$ cat src/kscat_pkg.sv
`timescale 1ns / 1ps
// ============================================================================
// kscat_pkg
// Shared types and constants for the keyed sum/count/average table: beat
// formats of both channels, the internal command format, widths of the
// accumulators and of the divider, and the states of the table engine.
// ============================================================================
package kscat_pkg;

    // Default number of table entries (groups held between reports).
    localparam int TABLE_ENTRIES_DEF = 32;

    // Depth of the command queue between the front and the table engine.
    localparam int QUEUE_DEPTH = 2;

    // Field widths.
    localparam int KEY_W   = 8;
    localparam int VALUE_W = 8;
    localparam int SUM_W   = 32;
    localparam int COUNT_W = 24;
    localparam int QUO_W   = 12;

    // Divider operands: 20*sum + count needs 37 bits, 2*count needs 25 bits.
    localparam int NUM_W = 37;
    localparam int DEN_W = COUNT_W + 1;

    // Width of one sum/count memory word.
    localparam int ACC_W = SUM_W + COUNT_W;

    // Largest count a group can hold; further adds to it are dropped.
    localparam logic [COUNT_W-1:0] COUNT_MAX = {COUNT_W{1'b1}};

    // Operation codes of an input beat.
    localparam logic OP_ADD    = 1'b0;
    localparam logic OP_REPORT = 1'b1;

    // Input beat.
    typedef struct packed {
        logic               operation;
        logic [KEY_W-1:0]   group_key;
        logic [VALUE_W-1:0] sample_value;
    } in_item_t;

    // Result beat.
    typedef struct packed {
        logic               group_valid;
        logic [KEY_W-1:0]   out_key;
        logic [QUO_W-1:0]   average_tenths;
        logic               overflow_seen;
        logic               last_result;
    } out_item_t;

    // Classified command handed from the front to the table engine.
    typedef struct packed {
        logic               is_report;
        logic [KEY_W-1:0]   key;
        logic [VALUE_W-1:0] value;
    } cmd_t;

    // Table engine states.
    typedef enum logic [3:0] {
        ST_IDLE,
        ST_MATCH,
        ST_LOOK,
        ST_ACC,
        ST_RD,
        ST_PREP,
        ST_START,
        ST_DIV,
        ST_EMIT
    } state_t;

endpackage

$ cat src/kscat_ram.sv
`timescale 1ns / 1ps
// ============================================================================
// kscat_ram
// Generic single-write, single-read RAM with a registered read port.
// ============================================================================
module kscat_ram #(
    parameter int WIDTH = kscat_pkg::ACC_W,
    parameter int DEPTH = kscat_pkg::TABLE_ENTRIES_DEF
) (
    input  logic                                      clk,
    input  logic                                      we,
    input  logic [((DEPTH > 1) ? $clog2(DEPTH) : 1)-1:0] waddr,
    input  logic [WIDTH-1:0]                          wdata,
    input  logic                                      re,
    input  logic [((DEPTH > 1) ? $clog2(DEPTH) : 1)-1:0] raddr,
    output logic [WIDTH-1:0]                          rdata
);

    logic [WIDTH-1:0] mem_reg [DEPTH];
    logic [WIDTH-1:0] rdata_reg;

    // Write port and registered read port.
    always_ff @(posedge clk)
    begin
        if (we)
        begin
            mem_reg[waddr] <= wdata;
        end
        if (re)
        begin
            rdata_reg <= mem_reg[raddr];
        end
    end

    assign rdata = rdata_reg;

endmodule

$ cat src/kscat_div.sv
`timescale 1ns / 1ps
// ============================================================================
// kscat_div
// Restoring divider producing a quotient known to be below 2^QUO_W, one
// quotient bit per cycle, most significant bit first.
// ============================================================================
module kscat_div (
    input  logic                            clk,
    input  logic                            rst_n,
    input  logic                            start,
    input  logic [kscat_pkg::NUM_W-1:0]     num,
    input  logic [kscat_pkg::DEN_W-1:0]     den,
    output logic                            busy,
    output logic [kscat_pkg::QUO_W-1:0]     quotient
);

    localparam int NUM_W  = kscat_pkg::NUM_W;
    localparam int QUO_W  = kscat_pkg::QUO_W;
    localparam int STEP_W = $clog2(QUO_W);

    logic              busy_reg;
    logic [STEP_W-1:0] step_reg;
    logic [NUM_W-1:0]  rem_reg;
    logic [NUM_W-1:0]  dsh_reg;
    logic [QUO_W-1:0]  quo_reg;
    logic [NUM_W:0]    diff;
    logic              fits;

    // Trial subtraction of the shifted divisor.
    assign diff = {1'b0, rem_reg} - {1'b0, dsh_reg};
    assign fits = ~diff[NUM_W];

    // Step control.
    always_ff @(posedge clk or negedge rst_n)
    begin
        if (!rst_n)
        begin
            busy_reg <= 1'b0;
            step_reg <= '0;
        end
        else if (start)
        begin
            busy_reg <= 1'b1;
            step_reg <= STEP_W'(QUO_W - 1);
        end
        else if (busy_reg)
        begin
            if (step_reg == '0)
            begin
                busy_reg <= 1'b0;
            end
            step_reg <= step_reg - STEP_W'(1);
        end
    end

    // Remainder, shifted divisor and quotient bits.
    always_ff @(posedge clk)
    begin
        if (start)
        begin
            rem_reg <= num;
            dsh_reg <= NUM_W'({den, {(QUO_W - 1){1'b0}}});
            quo_reg <= '0;
        end
        else if (busy_reg)
        begin
            if (fits)
            begin
                rem_reg <= diff[NUM_W-1:0];
            end
            dsh_reg <= dsh_reg >> 1;
            quo_reg <= {quo_reg[QUO_W-2:0], fits};
        end
    end

    assign busy     = busy_reg;
    assign quotient = quo_reg;

endmodule

$ cat src/kscat_front.sv
`timescale 1ns / 1ps
// ============================================================================
// kscat_front
// Input side: accepts beats, decodes the operation into a command and holds
// commands in a short queue until the table engine takes them.
// ============================================================================
module kscat_front (
    input  logic                clk,
    input  logic                rst_n,
    input  logic                item_valid,
    output logic                item_ready,
    input  kscat_pkg::in_item_t item,
    output logic                cmd_valid,
    input  logic                cmd_ready,
    output kscat_pkg::cmd_t     cmd
);

    localparam int DEPTH = kscat_pkg::QUEUE_DEPTH;
    localparam int PTR_W = (DEPTH > 1) ? $clog2(DEPTH) : 1;
    localparam int CNT_W = $clog2(DEPTH + 1);

    kscat_pkg::cmd_t slot_reg [DEPTH];
    logic [PTR_W-1:0] wr_ptr_reg;
    logic [PTR_W-1:0] rd_ptr_reg;
    logic [CNT_W-1:0] count_reg;
    logic             push;
    logic             pop;
    kscat_pkg::cmd_t  decoded;

    assign item_ready = (count_reg != CNT_W'(DEPTH));
    assign cmd_valid  = (count_reg != '0);
    assign push       = item_valid & item_ready;
    assign pop        = cmd_valid & cmd_ready;
    assign cmd        = slot_reg[rd_ptr_reg];

    // Classify the incoming beat.
    always_comb
    begin
        decoded.is_report = (item.operation == kscat_pkg::OP_REPORT);
        decoded.key       = item.group_key;
        decoded.value     = item.sample_value;
    end

    // Queue pointers and fill count.
    always_ff @(posedge clk or negedge rst_n)
    begin
        if (!rst_n)
        begin
            wr_ptr_reg <= '0;
            rd_ptr_reg <= '0;
            count_reg  <= '0;
        end
        else
        begin
            if (push)
            begin
                wr_ptr_reg <= (wr_ptr_reg == PTR_W'(DEPTH - 1)) ? '0
                                                                 : wr_ptr_reg + PTR_W'(1);
            end
            if (pop)
            begin
                rd_ptr_reg <= (rd_ptr_reg == PTR_W'(DEPTH - 1)) ? '0
                                                                 : rd_ptr_reg + PTR_W'(1);
            end
            case ({push, pop})
                2'b10:   count_reg <= count_reg + CNT_W'(1);
                2'b01:   count_reg <= count_reg - CNT_W'(1);
                default: count_reg <= count_reg;
            endcase
        end
    end

    // Queue storage.
    always_ff @(posedge clk)
    begin
        if (push)
        begin
            slot_reg[wr_ptr_reg] <= decoded;
        end
    end

endmodule

$ cat src/kscat_back.sv
`timescale 1ns / 1ps
// ============================================================================
// kscat_back
// Table engine: key lookup and accumulation for add commands, and the report
// sweep that divides each group's sum by its count and drives result beats.
// ============================================================================
module kscat_back #(
    parameter int TABLE_ENTRIES = kscat_pkg::TABLE_ENTRIES_DEF
) (
    input  logic                 clk,
    input  logic                 rst_n,
    input  logic                 cmd_valid,
    output logic                 cmd_ready,
    input  kscat_pkg::cmd_t      cmd,
    output logic                 result_valid,
    input  logic                 result_ready,
    output kscat_pkg::out_item_t result
);

    localparam int IDX_W   = (TABLE_ENTRIES > 1) ? $clog2(TABLE_ENTRIES) : 1;
    localparam int CNT_W   = $clog2(TABLE_ENTRIES + 1);
    localparam int KEY_W   = kscat_pkg::KEY_W;
    localparam int VALUE_W = kscat_pkg::VALUE_W;
    localparam int SUM_W   = kscat_pkg::SUM_W;
    localparam int COUNT_W = kscat_pkg::COUNT_W;
    localparam int ACC_W   = kscat_pkg::ACC_W;
    localparam int NUM_W   = kscat_pkg::NUM_W;
    localparam int QUO_W   = kscat_pkg::QUO_W;

    kscat_pkg::state_t state_reg;
    kscat_pkg::state_t state_next;

    // Control state.
    logic [CNT_W-1:0]   used_reg;
    logic               ovf_reg;
    logic [IDX_W-1:0]   rpt_idx_reg;
    logic               result_valid_reg;

    // Working registers.
    logic [KEY_W-1:0]   key_reg [TABLE_ENTRIES];
    logic [KEY_W-1:0]   cur_key_reg;
    logic [VALUE_W-1:0] cur_val_reg;
    logic               empty_reg;
    logic [TABLE_ENTRIES-1:0] match_reg;
    logic [IDX_W-1:0]   hit_idx_reg;
    logic [NUM_W-1:0]   num20_reg;
    logic [COUNT_W-1:0] cnt_reg;
    kscat_pkg::out_item_t result_reg;

    // Combinational helpers.
    logic [TABLE_ENTRIES-1:0] match_next;
    logic [IDX_W-1:0]   hit_idx;
    logic               hit;
    logic               full;
    logic               last;
    logic               saturated;
    logic [SUM_W-1:0]   rd_sum;
    logic [COUNT_W-1:0] rd_cnt;
    logic [IDX_W-1:0]   used_idx;

    // Memory and divider hookup.
    logic               ram_we;
    logic [IDX_W-1:0]   ram_waddr;
    logic [ACC_W-1:0]   ram_wdata;
    logic               ram_re;
    logic [IDX_W-1:0]   ram_raddr;
    logic [ACC_W-1:0]   ram_rdata;
    logic               div_start;
    logic               div_busy;
    logic [QUO_W-1:0]   div_quotient;
    logic               out_load;

    kscat_ram #(
        .WIDTH (ACC_W),
        .DEPTH (TABLE_ENTRIES)
    ) u_acc_ram (
        .clk   (clk),
        .we    (ram_we),
        .waddr (ram_waddr),
        .wdata (ram_wdata),
        .re    (ram_re),
        .raddr (ram_raddr),
        .rdata (ram_rdata)
    );

    kscat_div u_div (
        .clk      (clk),
        .rst_n    (rst_n),
        .start    (div_start),
        .num      (num20_reg + NUM_W'(cnt_reg)),
        .den      ({cnt_reg, 1'b0}),
        .busy     (div_busy),
        .quotient (div_quotient)
    );

    assign rd_sum    = ram_rdata[ACC_W-1:COUNT_W];
    assign rd_cnt    = ram_rdata[COUNT_W-1:0];
    assign saturated = (rd_cnt == kscat_pkg::COUNT_MAX);
    assign used_idx  = used_reg[IDX_W-1:0];
    assign full      = (used_reg == CNT_W'(TABLE_ENTRIES));
    assign hit       = |match_reg;
    assign last      = empty_reg | ((CNT_W'(rpt_idx_reg) + CNT_W'(1)) == used_reg);

    // Compare the current key against every occupied entry.
    always_comb
    begin
        for (int i = 0; i < TABLE_ENTRIES; i++)
        begin
            match_next[i] = (key_reg[i] == cur_key_reg) && (CNT_W'(i) < used_reg);
        end
    end

    // Keys are unique, so at most one match bit is set: OR the indexes.
    always_comb
    begin
        hit_idx = '0;
        for (int i = 0; i < TABLE_ENTRIES; i++)
        begin
            if (match_reg[i])
            begin
                hit_idx = hit_idx | IDX_W'(i);
            end
        end
    end

    // Next state.
    always_comb
    begin
        state_next = state_reg;
        case (state_reg)
            kscat_pkg::ST_IDLE:
            begin
                if (cmd_valid)
                begin
                    if (!cmd.is_report)
                    begin
                        state_next = kscat_pkg::ST_MATCH;
                    end
                    else if (used_reg == '0)
                    begin
                        state_next = kscat_pkg::ST_EMIT;
                    end
                    else
                    begin
                        state_next = kscat_pkg::ST_RD;
                    end
                end
            end
            kscat_pkg::ST_MATCH: state_next = kscat_pkg::ST_LOOK;
            kscat_pkg::ST_LOOK:  state_next = hit ? kscat_pkg::ST_ACC : kscat_pkg::ST_IDLE;
            kscat_pkg::ST_ACC:   state_next = kscat_pkg::ST_IDLE;
            kscat_pkg::ST_RD:    state_next = kscat_pkg::ST_PREP;
            kscat_pkg::ST_PREP:  state_next = kscat_pkg::ST_START;
            kscat_pkg::ST_START: state_next = kscat_pkg::ST_DIV;
            kscat_pkg::ST_DIV:
            begin
                if (!div_busy)
                begin
                    state_next = kscat_pkg::ST_EMIT;
                end
            end
            kscat_pkg::ST_EMIT:
            begin
                if (out_load)
                begin
                    state_next = last ? kscat_pkg::ST_IDLE : kscat_pkg::ST_RD;
                end
            end
            default: state_next = kscat_pkg::ST_IDLE;
        endcase
    end

    // State outputs: queue pop, memory access, divider start, result load.
    always_comb
    begin
        cmd_ready = 1'b0;
        ram_we    = 1'b0;
        ram_waddr = '0;
        ram_wdata = '0;
        ram_re    = 1'b0;
        ram_raddr = '0;
        div_start = 1'b0;
        out_load  = 1'b0;
        case (state_reg)
            kscat_pkg::ST_IDLE:
            begin
                cmd_ready = 1'b1;
            end
            kscat_pkg::ST_LOOK:
            begin
                if (hit)
                begin
                    ram_re    = 1'b1;
                    ram_raddr = hit_idx;
                end
                else if (!full)
                begin
                    ram_we    = 1'b1;
                    ram_waddr = used_idx;
                    ram_wdata = {SUM_W'(cur_val_reg), COUNT_W'(1)};
                end
            end
            kscat_pkg::ST_ACC:
            begin
                if (!saturated)
                begin
                    ram_we    = 1'b1;
                    ram_waddr = hit_idx_reg;
                    ram_wdata = {rd_sum + SUM_W'(cur_val_reg), rd_cnt + COUNT_W'(1)};
                end
            end
            kscat_pkg::ST_RD:
            begin
                ram_re    = 1'b1;
                ram_raddr = rpt_idx_reg;
            end
            kscat_pkg::ST_START:
            begin
                div_start = 1'b1;
            end
            kscat_pkg::ST_EMIT:
            begin
                out_load = ~result_valid_reg | result_ready;
            end
            default:
            begin
                cmd_ready = 1'b0;
            end
        endcase
    end

    // Control registers.
    always_ff @(posedge clk or negedge rst_n)
    begin
        if (!rst_n)
        begin
            state_reg        <= kscat_pkg::ST_IDLE;
            used_reg         <= '0;
            ovf_reg          <= 1'b0;
            rpt_idx_reg      <= '0;
            result_valid_reg <= 1'b0;
        end
        else
        begin
            state_reg <= state_next;

            // Fill count and sticky overflow.
            if ((state_reg == kscat_pkg::ST_LOOK) && !hit)
            begin
                if (full)
                begin
                    ovf_reg <= 1'b1;
                end
                else
                begin
                    used_reg <= used_reg + CNT_W'(1);
                end
            end
            if ((state_reg == kscat_pkg::ST_ACC) && saturated)
            begin
                ovf_reg <= 1'b1;
            end

            // Report sweep index; the table empties after the last beat.
            if ((state_reg == kscat_pkg::ST_IDLE) && cmd_valid)
            begin
                rpt_idx_reg <= '0;
            end
            if (out_load)
            begin
                rpt_idx_reg <= rpt_idx_reg + IDX_W'(1);
                if (last)
                begin
                    used_reg <= '0;
                    ovf_reg  <= 1'b0;
                end
            end

            // Result register.
            if (out_load)
            begin
                result_valid_reg <= 1'b1;
            end
            else if (result_ready)
            begin
                result_valid_reg <= 1'b0;
            end
        end
    end

    // Working registers.
    always_ff @(posedge clk)
    begin
        if ((state_reg == kscat_pkg::ST_IDLE) && cmd_valid)
        begin
            cur_key_reg <= cmd.key;
            cur_val_reg <= cmd.value;
            empty_reg   <= (used_reg == '0);
        end
        if (state_reg == kscat_pkg::ST_MATCH)
        begin
            match_reg <= match_next;
        end
        if (state_reg == kscat_pkg::ST_LOOK)
        begin
            hit_idx_reg <= hit_idx;
            if (!hit && !full)
            begin
                key_reg[used_idx] <= cur_key_reg;
            end
        end
        if (state_reg == kscat_pkg::ST_PREP)
        begin
            // 20*sum as 16*sum + 4*sum.
            num20_reg <= (NUM_W'(rd_sum) << 4) + (NUM_W'(rd_sum) << 2);
            cnt_reg   <= rd_cnt;
        end
        if (out_load)
        begin
            result_reg.group_valid    <= ~empty_reg;
            result_reg.out_key        <= empty_reg ? '0 : key_reg[rpt_idx_reg];
            result_reg.average_tenths <= empty_reg ? '0 : div_quotient;
            result_reg.overflow_seen  <= ovf_reg;
            result_reg.last_result    <= last;
        end
    end

    assign result_valid = result_valid_reg;
    assign result       = result_reg;

endmodule

$ cat src/keyed_sum_count_average_table.sv
`timescale 1ns / 1ps
// ============================================================================
// keyed_sum_count_average_table
// Group-by aggregation table: per-key sum and count, reported as averages.
// ============================================================================
// An add beat (operation 0) adds sample_value to the sum of group_key and
// bumps its count, or opens a new entry for an unseen key; when all
// TABLE_ENTRIES are taken, or a group's count is at its 24-bit maximum, the
// add is dropped and the sticky overflow flag is set. A report beat
// (operation 1) returns one result beat per group in the order the groups
// first appeared, with the average in tenths rounded half up, then empties
// the table and clears the flag; an empty table returns a single beat with
// group_valid low. Input beats land in a two-entry command queue, so the
// input side can take up to two beats ahead of the table engine, also while
// a result waits to be taken. The engine handles one command at a time: an
// add goes through key compare and encode, then a memory read and an
// accumulate for a known key or a memory write for a new one. A report
// reads each group, prepares the operands and runs the shift-subtract
// divider that forms each average, then drives the result beat, waiting
// while the consumer holds it off; an empty table goes straight to its beat.
// ============================================================================
module keyed_sum_count_average_table #(
    parameter int TABLE_ENTRIES = kscat_pkg::TABLE_ENTRIES_DEF
) (
    input  logic                 clk,
    input  logic                 rst_n,
    input  logic                 item_valid,
    output logic                 item_ready,
    input  kscat_pkg::in_item_t  item,
    output logic                 result_valid,
    input  logic                 result_ready,
    output kscat_pkg::out_item_t result
);

    logic            cmd_valid;
    logic            cmd_ready;
    kscat_pkg::cmd_t cmd;

    // Front: accept and classify input beats.
    kscat_front u_front (
        .clk        (clk),
        .rst_n      (rst_n),
        .item_valid (item_valid),
        .item_ready (item_ready),
        .item       (item),
        .cmd_valid  (cmd_valid),
        .cmd_ready  (cmd_ready),
        .cmd        (cmd)
    );

    // Back: table engine and result register.
    kscat_back #(
        .TABLE_ENTRIES (TABLE_ENTRIES)
    ) u_back (
        .clk          (clk),
        .rst_n        (rst_n),
        .cmd_valid    (cmd_valid),
        .cmd_ready    (cmd_ready),
        .cmd          (cmd),
        .result_valid (result_valid),
        .result_ready (result_ready),
        .result       (result)
    );

endmodule
$ cat config.mk
export PLATFORM = sky130hd
export DESIGN_NAME = keyed_sum_count_average_table
export DESIGN_NICKNAME = d
export VERILOG_FILES = /design/src/kscat_pkg.sv /design/src/kscat_ram.sv /design/src/kscat_div.sv /design/src/kscat_front.sv /design/src/kscat_back.sv /design/src/keyed_sum_count_average_table.sv
export SDC_FILE = /design/constraint.sdc
export NUM_CORES = 2
export LEC_CHECK = 0
export ABC_AREA = 1
export CORE_ASPECT_RATIO = 1.75
export CORE_UTILIZATION = 40
export DETAILED_ROUTE_END_ITERATION = 8
export DONT_BUFFER_PORTS = 1
export GPL_TIMING_DRIVEN = 1
export SLEW_MARGIN = 20
export SYNTH_ARGS = -nofsm -noshare
export SYNTH_HDL_FRONTEND = slang
export SYNTH_SLANG_ARGS = --single-unit
$ cat constraint.sdc
create_clock -name clk -period 4.5 [get_ports clk]
set_clock_uncertainty 0.05 [all_clocks]
set_input_delay 0.675 -clock clk [delete_from_list [all_inputs] [get_ports clk]]
set_output_delay 0.675 -clock clk [all_outputs]
set_load 0.03 [all_outputs]
After elaboration in Yosys (flattened, before gate mapping):

Memory sizes are Yosys's and may differ from the RTL's. A register that Yosys moved wholly into a read port is not among the register bits.
Cells that the tools add are included.

* $add $sub $neg: 13
* magnitude comparators: 32
* eq/ne operators: 50
* mux-type cells: 128
* bitwise gates (word level): 7
* reduce and logical (&&, ||, !) cells: 51

Operators with widths (count)
* $mux 56: 6
* $mux 37: 8
* $eq 8x8->1: 32
* $mux 5: 27
* $pmux 56 s2: 1
* $lt 5x6->1 const A: 16
* $mux 4: 24
* $lt 4x6->1 const A: 8
* $mux 1: 38
* $sub 37x37->38: 1
* $add 36x34->37: 1
* $add 37x24->37: 1
* $logic_and 1x1->1: 36
* $mux 36: 1
* $mux 6: 6
* $add 32x8->32: 1
* $mux 32: 1
* $pmux 4 s8: 1
* $reduce_or 32->1: 1
* $add 24x1->24 const B: 1
* $eq 24x24->1 const B: 1
* $lt 3x6->1 const A: 4
* $mux 12: 2
* $pmux 5 s2: 2
* 32 further kinds: 61

* flip-flop bits (word level): 242
* memory bits (writable): 2082
* input bits: 21
* memories kept: 3

Memories
* u_back.u_acc_ram.mem_reg: words 32, bits a word 56, rd ports 1, clocked after memory_dff 1, write ports 1, RTL line kscat_ram.sv:19 `logic [WIDTH-1:0] mem_reg [DEPTH];`
* u_back.key_reg: words 32, bits a word 8, rd ports 33, clocked after memory_dff 1, write ports 1, RTL line kscat_back.sv:40 `logic [KEY_W-1:0] key_reg [TABLE_ENTRIES];`
* u_front.slot_reg: words 2, bits a word 17, rd ports 1, clocked after memory_dff 0, write ports 1, RTL line kscat_front.sv:22 `kscat_pkg::cmd_t slot_reg [DEPTH];`

Logic depth before layout (Yosys ltp):

* depth after elaboration: 34
* gate-level depth with buffers: 17
* depth with buffers taken out: 17

Modules after synthesis:

Synthesis repeated with hierarchy kept, for this count alone.

* cells, all modules: 10080
* area, all modules: 106883.8 µm²

By module, submodules not included
* kscat_ram: instances 1, cells an instance 6150, area each 73967.2 µm²
* kscat_back: instances 1, cells an instance 2927, area each 25172.9 µm²
* kscat_div: instances 1, cells an instance 885, area each 6242.2 µm²
* kscat_front: instances 1, cells an instance 118, area each 1501.4 µm²

Worst setup path after synthesis:

No wires, ideal clock.

* kind: flip-flop to flip-flop
* start point: register u_back.used_reg[3]
* end point: memory u_back.u_acc_ram.mem_reg[0][0] (netlist bit), enable pin
* setup time: 470 ps
* arrival: 4280 ps
* data required time: 3980 ps
* setup slack: -300 ps
* cell stages (with the launch flop): 14
* path buffers: 1
* cells stage by stage: dfrtp_1 -> clkbuf_1 -> nor2_1 -> inv_1 -> nor2_1 -> inv_1 -> nor3_1 -> inv_1 -> ha_1 -> nand2_1 -> nand2_1 -> inv_1 -> nand3_1 -> nor2_1

* longest elaborated chain between the ends: 9
* elaborated cells between the ends (all ways): 15

Ends and longest elaborated chain
* start, declared: RTL line kscat_back.sv:34 `logic [CNT_W-1:0] used_reg;`
* start signal, assigned: RTL line kscat_back.sv:256 `used_reg <= used_reg + CNT_W'(1);`
* $eq 6x6->1: RTL line kscat_back.sv:100 `assign full = (used_reg == CNT_W'(TABLE_ENTRIES));`
* $mux 1: RTL line kscat_back.sv:196 `else if (!full)`
* $mux 1: RTL line kscat_back.sv:191 `if (hit)`
* $mux 1: RTL line kscat_back.sv:184 `case (state_reg)`
* $mux 1: RTL line kscat_back.sv:191
* $mux 1: RTL line kscat_back.sv:184
* $pmux 1 s2: RTL line kscat_back.sv:184
* $mux 1: RTL line kscat_ram.sv:25 `if (we)`
* $mux 1 (implied by the code): RTL line kscat_ram.sv:27 `mem_reg[waddr] <= wdata;`
* end, declared: RTL line kscat_ram.sv:19

Parallel ways exist; a longest one is shown, timed or not. The select of a mux whose other input is x is not followed.

Final worst setup path:

* start point: register u_back.state_reg[3]
* end point: register u_back.u_acc_ram.rdata_reg[1], in the netlist u_back.u_acc_ram.rdata[1] (read register of u_back.u_acc_ram.mem_reg) (data pin)

* longest elaborated chain between the ends: 2
* elaborated cells between the ends (all ways): 4

Ends and longest elaborated chain
* start, declared: RTL line kscat_back.sv:30 `kscat_pkg::state_t state_reg;`
* start signal, assigned: RTL line kscat_back.sv:237 `state_reg <= kscat_pkg::ST_IDLE;`
* start signal, assigned: RTL line kscat_back.sv:245 `state_reg <= state_next;`
* $eq 4x3->1 / $eq 4x2->1 (equally long branches): RTL line kscat_back.sv:184
* $pmux 5 s2 / $pmux 1 s2 (equally long branches): RTL line kscat_back.sv:184
* end, declared: RTL line kscat_ram.sv:20 `logic [WIDTH-1:0] rdata_reg;`

Parallel ways exist; a longest one is shown, timed or not.
A chain may end at the register's enable or synchronous reset.

==> results summary <==
The library cell used most frequently in the layout, excluding fill and tap cells, is nand2_1. Counting flops and latches in the post-synthesis netlist gives 2385. The kind of cell with the highest combined delay along the critical path is simple AND/OR/NAND/NOR gates.

The worst setup path startpoint is u_back.state_reg[3]. The worst hold slack is 0.160 ns. The number of nets handed over by synthesis was 10939. Overall power consumption after layout is estimated at roughly 76 mW.

The number of antenna violations at the first check in global routing is 12. Clock tree synthesis selected as its root buffer the cell clkbuf_16. After synthesis, the netlist uses 55 different library cells. The critical path goes through inv_1 > nand2_1 > nor2_2 > nand2_4 > buf_12 > buf_12 > nand3_1 > nand2_1 > nand2_1 > nand3_1 > nand3_1 > nand2_1 > nand2_1 > nand2_1. The sequential standard cell area came out at around 71000 sq um. The top cell types in the final layout, fill and taps aside, are 2457 x nand2_1, 2335 x edfxtp_1, 2077 x nand3_1. The shortest clock period the worst path allows after layout is 4.23 ns.

The post-synthesis sequential area ratio is between 60 and 70%. The number of buffer and inverter stages on the critical path is 3. The maximum number of pins on one net before global-route repair is approximately 180. The leakage power came out at a little under 50 nW.

The placer's final routability congestion estimate is approximately 0.97. At the end of the flow, the number of nets in the layout was roughly 11000. The initial cell density of the core came out at between 40% and 50%. The post-DP HPWL is about 250000 microns.

The maximum fanout count along the critical path came out at between 150 and 200. The number of warnings printed during yosys synthesis is 0. The residual antenna-violating net count after detailed routing came out at 0. In this run the cell area of the synthesized design comes to 111000 sq um. The post-route cell area came out at 127000 sq um. In the finished design, the share of the clock period the worst path needs comes to around 94%. The worst register-to-register path ends at u_back.u_acc_ram.rdata[1].

The average wire per standard cell is approximately 26 microns. The fraction of final layout cells with drive strength greater than 1 came out at between 8 and 9%. The total setup violations reported at the end of the flow came out at 0.

For this run, the slowest stage of the critical path takes ~0.62 ns. The first detailed-routing pass took 8 iterations. The synthesized design contains ~2300 enable-type register cells.

The remaining max-slew budget at the tightest pin came out at 22.5%. The largest individual stage delay along the critical path comes from the cell buf_12. The vias after detailed routing is ~83000. The most area-hungry cell type in the Yosys netlist is edfxtp_1. The vertical extent of the die is 698 microns. The via count of the first global-routing pass came out at 82625. In the post-synthesis netlist, the biggest area contributors are edfxtp_1 63%, nand3_1 9.4%, nand2_1 8.3%.

The number of hold violations in the final report is 0. The flow ran to the end, and the final reports show no timing, DRC or antenna violations. The CTS buffer count is ~210. In this run the number of H-tree levels came out at 4. The wire length of the first global-routing pass came out at 556000 microns. The average instance in the mapped netlist occupies about 10 sq um. The die covers 279000 sq um.

Following the worst setup path forward leads to its endpoint at u_back.u_acc_ram.rdata[1]. The critical path in this run is classified as reg -> reg. Setup repair after global routing left no endpoint under its margin. The clock latency of the later-clocked register in the worst-skew pair is roughly 0.93 ns. The number of cells on the worst reg-to-reg path is 14. After synthesis, the largest area contributor takes up 63.2% of total cell area. In this design, the critical path's most frequently occurring cell is nand2_1. The clock-pin slew reported for the worst setup and hold paths after clock tree synthesis is 0.07 ns. 46 I/O pins were placed.

The worst hold path belongs to the class in -> reg. The growth of design area from synthesis to finish came out at 14.4%. STA classifies the critical path startpoint as a register. The placement row count came out at ~260.

The worst hold path begins at item_valid. The worst endpoint data arrival time came out at 4.79 ns. The global-route usage over all layers is 27.1%. The number of flip-flops under the largest register name is between 1500 and 2000. STA puts the critical path data required time at 5.06 ns. The count of buffers added on input and output ports is 0. STA classifies the critical path endpoint as a register. The first routing iteration left between 8000 and 9000 violations. Once layout is complete, the utilization of the core stands at between 40% and 50%. The highest attainable clock frequency is around 240 MHz.

The total power divided by cell area is around 600 nW/um^2. The flop-to-flop setup slack came out at between 0.2 and 0.3 ns. The final-report max-slew violation count is 0.

The number of cells upsized or downsized after cts is 0. The number of remaining DRC errors came out at 0. In this run the cell area measured after placement is between 100000 and 150000 sq um. For this run, the leading register cell type out of synthesis is edfxtp_1. The maximum root-to-sink buffer count came out at 4. The logic depth of the worst path, buffers included came out at 14. The overall overflow remaining after global route is 0.

The cell count after synthesis is approximately 11000. TritonCTS built the clock tree. The filler cell count in the final layout came out at ~25000. The count of maximum capacitance violations is 0. For the pin with the worst max-slew slack, the measured transition is 1.16 ns. The TritonCTS sink count is approximately 2400. Measured along the x axis, the die boundary spans approximately 400 microns. The core outline area came out at ~280000 sq um.

After routing, the total negative slack on setup checks comes to 0 ns. The routed via count divided by cell count is ~5.6. The routed design has 384000 microns of wire. The multi-input combinational cell area is around 33000 sq um. The maximum ir drop on the vdd rail came out at roughly 0.59 mV. Of all flip-flops after synthesis, the portion carrying an async set or reset was under 10%.

The worst register-to-register path begins at u_back.state_reg[3].
## synthesized netlist by cell type (130+ instances only)
| cell type | count |
|---|---|
| clkbuf_1 | 268 |
| xnor2_1 | 130 |
| edfxtp_1 | 2335 |
| buf_2 | 215 |
| nand3_1 | 2077 |
| nand2_1 | 2459 |
| nor2_1 | 552 |
| inv_1 | 1208 |
| xor2_1 | 141 |
| o21ai_0 | 322 |
| nand3b_1 | 234 |
| a21oi_1 | 196 |
## report_power, final
part / total (mW) / internal [mW] / leakage, nW / switching (mW)
clock network: 18.6 / 10.2 / 3.37 / 8.46
logic: 29.2 / 8.07 / 24.0 / 21.1
registers: 28.7 / 27.3 / 22.2 / 1.37
total: 76.4 / 45.5 / 49.6 / 30.9
## worst register-to-register path, stage by stage (launching register included)
cell	delay (ns)
dfrtp_1	0.39
inv_1	0.09
nand2_1	0.20
nor2_2	0.15
nand2_4	0.40
buf_12	0.45
buf_12	0.77
nand3_1	0.35
nand2_1	0.11
nand2_1	0.07
nand3_1	0.11
nand3_1	0.10
nand2_1	0.13
nand2_1	0.06
nand2_1	0.53
## how the worst min path moves through the flow
stage	end	slack [ns]	depth (start not counted)
after detailed placement	u_front.rd_ptr_reg	0.33	0
after global routing	u_front.count_reg[0]	0.18	3
after global placement	u_front.rd_ptr_reg	0.33	0
final	u_front.count_reg[0]	0.16	3
after CTS	u_front.count_reg[0]	0.1	3
after floorplan	u_back.ovf_reg	0.33	0
## metrics by stage
stage	cells	worst slack, ns
floorplan	10809	-0.300
global placement	14283	0.382
detailed placement	14284	0.346
CTS	14692	0.344
global route	14700	0.107
finish	14702	0.267
## repair_timing
action	4_1_cts	5_1_grt
hold buffers	21	0
setup buffers	0	0
hold endpoints to repair	63	0
## routing by layer
metal	wire length [microns]	up-vias	GRT usage, %	part of all wire, %
li1	-	37165	-	-
met1	132000	40739	30.1	34
met2	197000	3821	47.9	51
met3	25000	1062	3.22	6.5
met4	30300	2	18.5	7.9
met5	13	-	0	0.0034
## layout make-up
class	count	share of cell area, %
clock buffer	251	4.40
timing repair buffer	496	5.16
multi-input combinational	6608	26.0
inverter	1219	3.62
tap	3598	3.55
clock inverter	136	1.03
antenna	9	0.0178
sequential	2385	56.2
## cell families (layout without fill, tap and decap cells)
| group | count (synthesis) | count (layout) | share of synthesized area [%] |
|---|---|---|---|
| other | 0 | 9 | 0 |
| buffers and inverters | 1816 | 2102 | 6.42 |
| and+or+nand+nor | 5516 | 5516 | 22.2 |
| AOI/OAI and AO/OA | 712 | 712 | 3.71 |
| adders and majority gates | 109 | 109 | 1.26 |
| DFF | 2385 | 2385 | 64.3 |
| xor gates and xnor gates | 271 | 271 | 2.14 |
No activity file was read; power rests on OpenSTA's default activity.
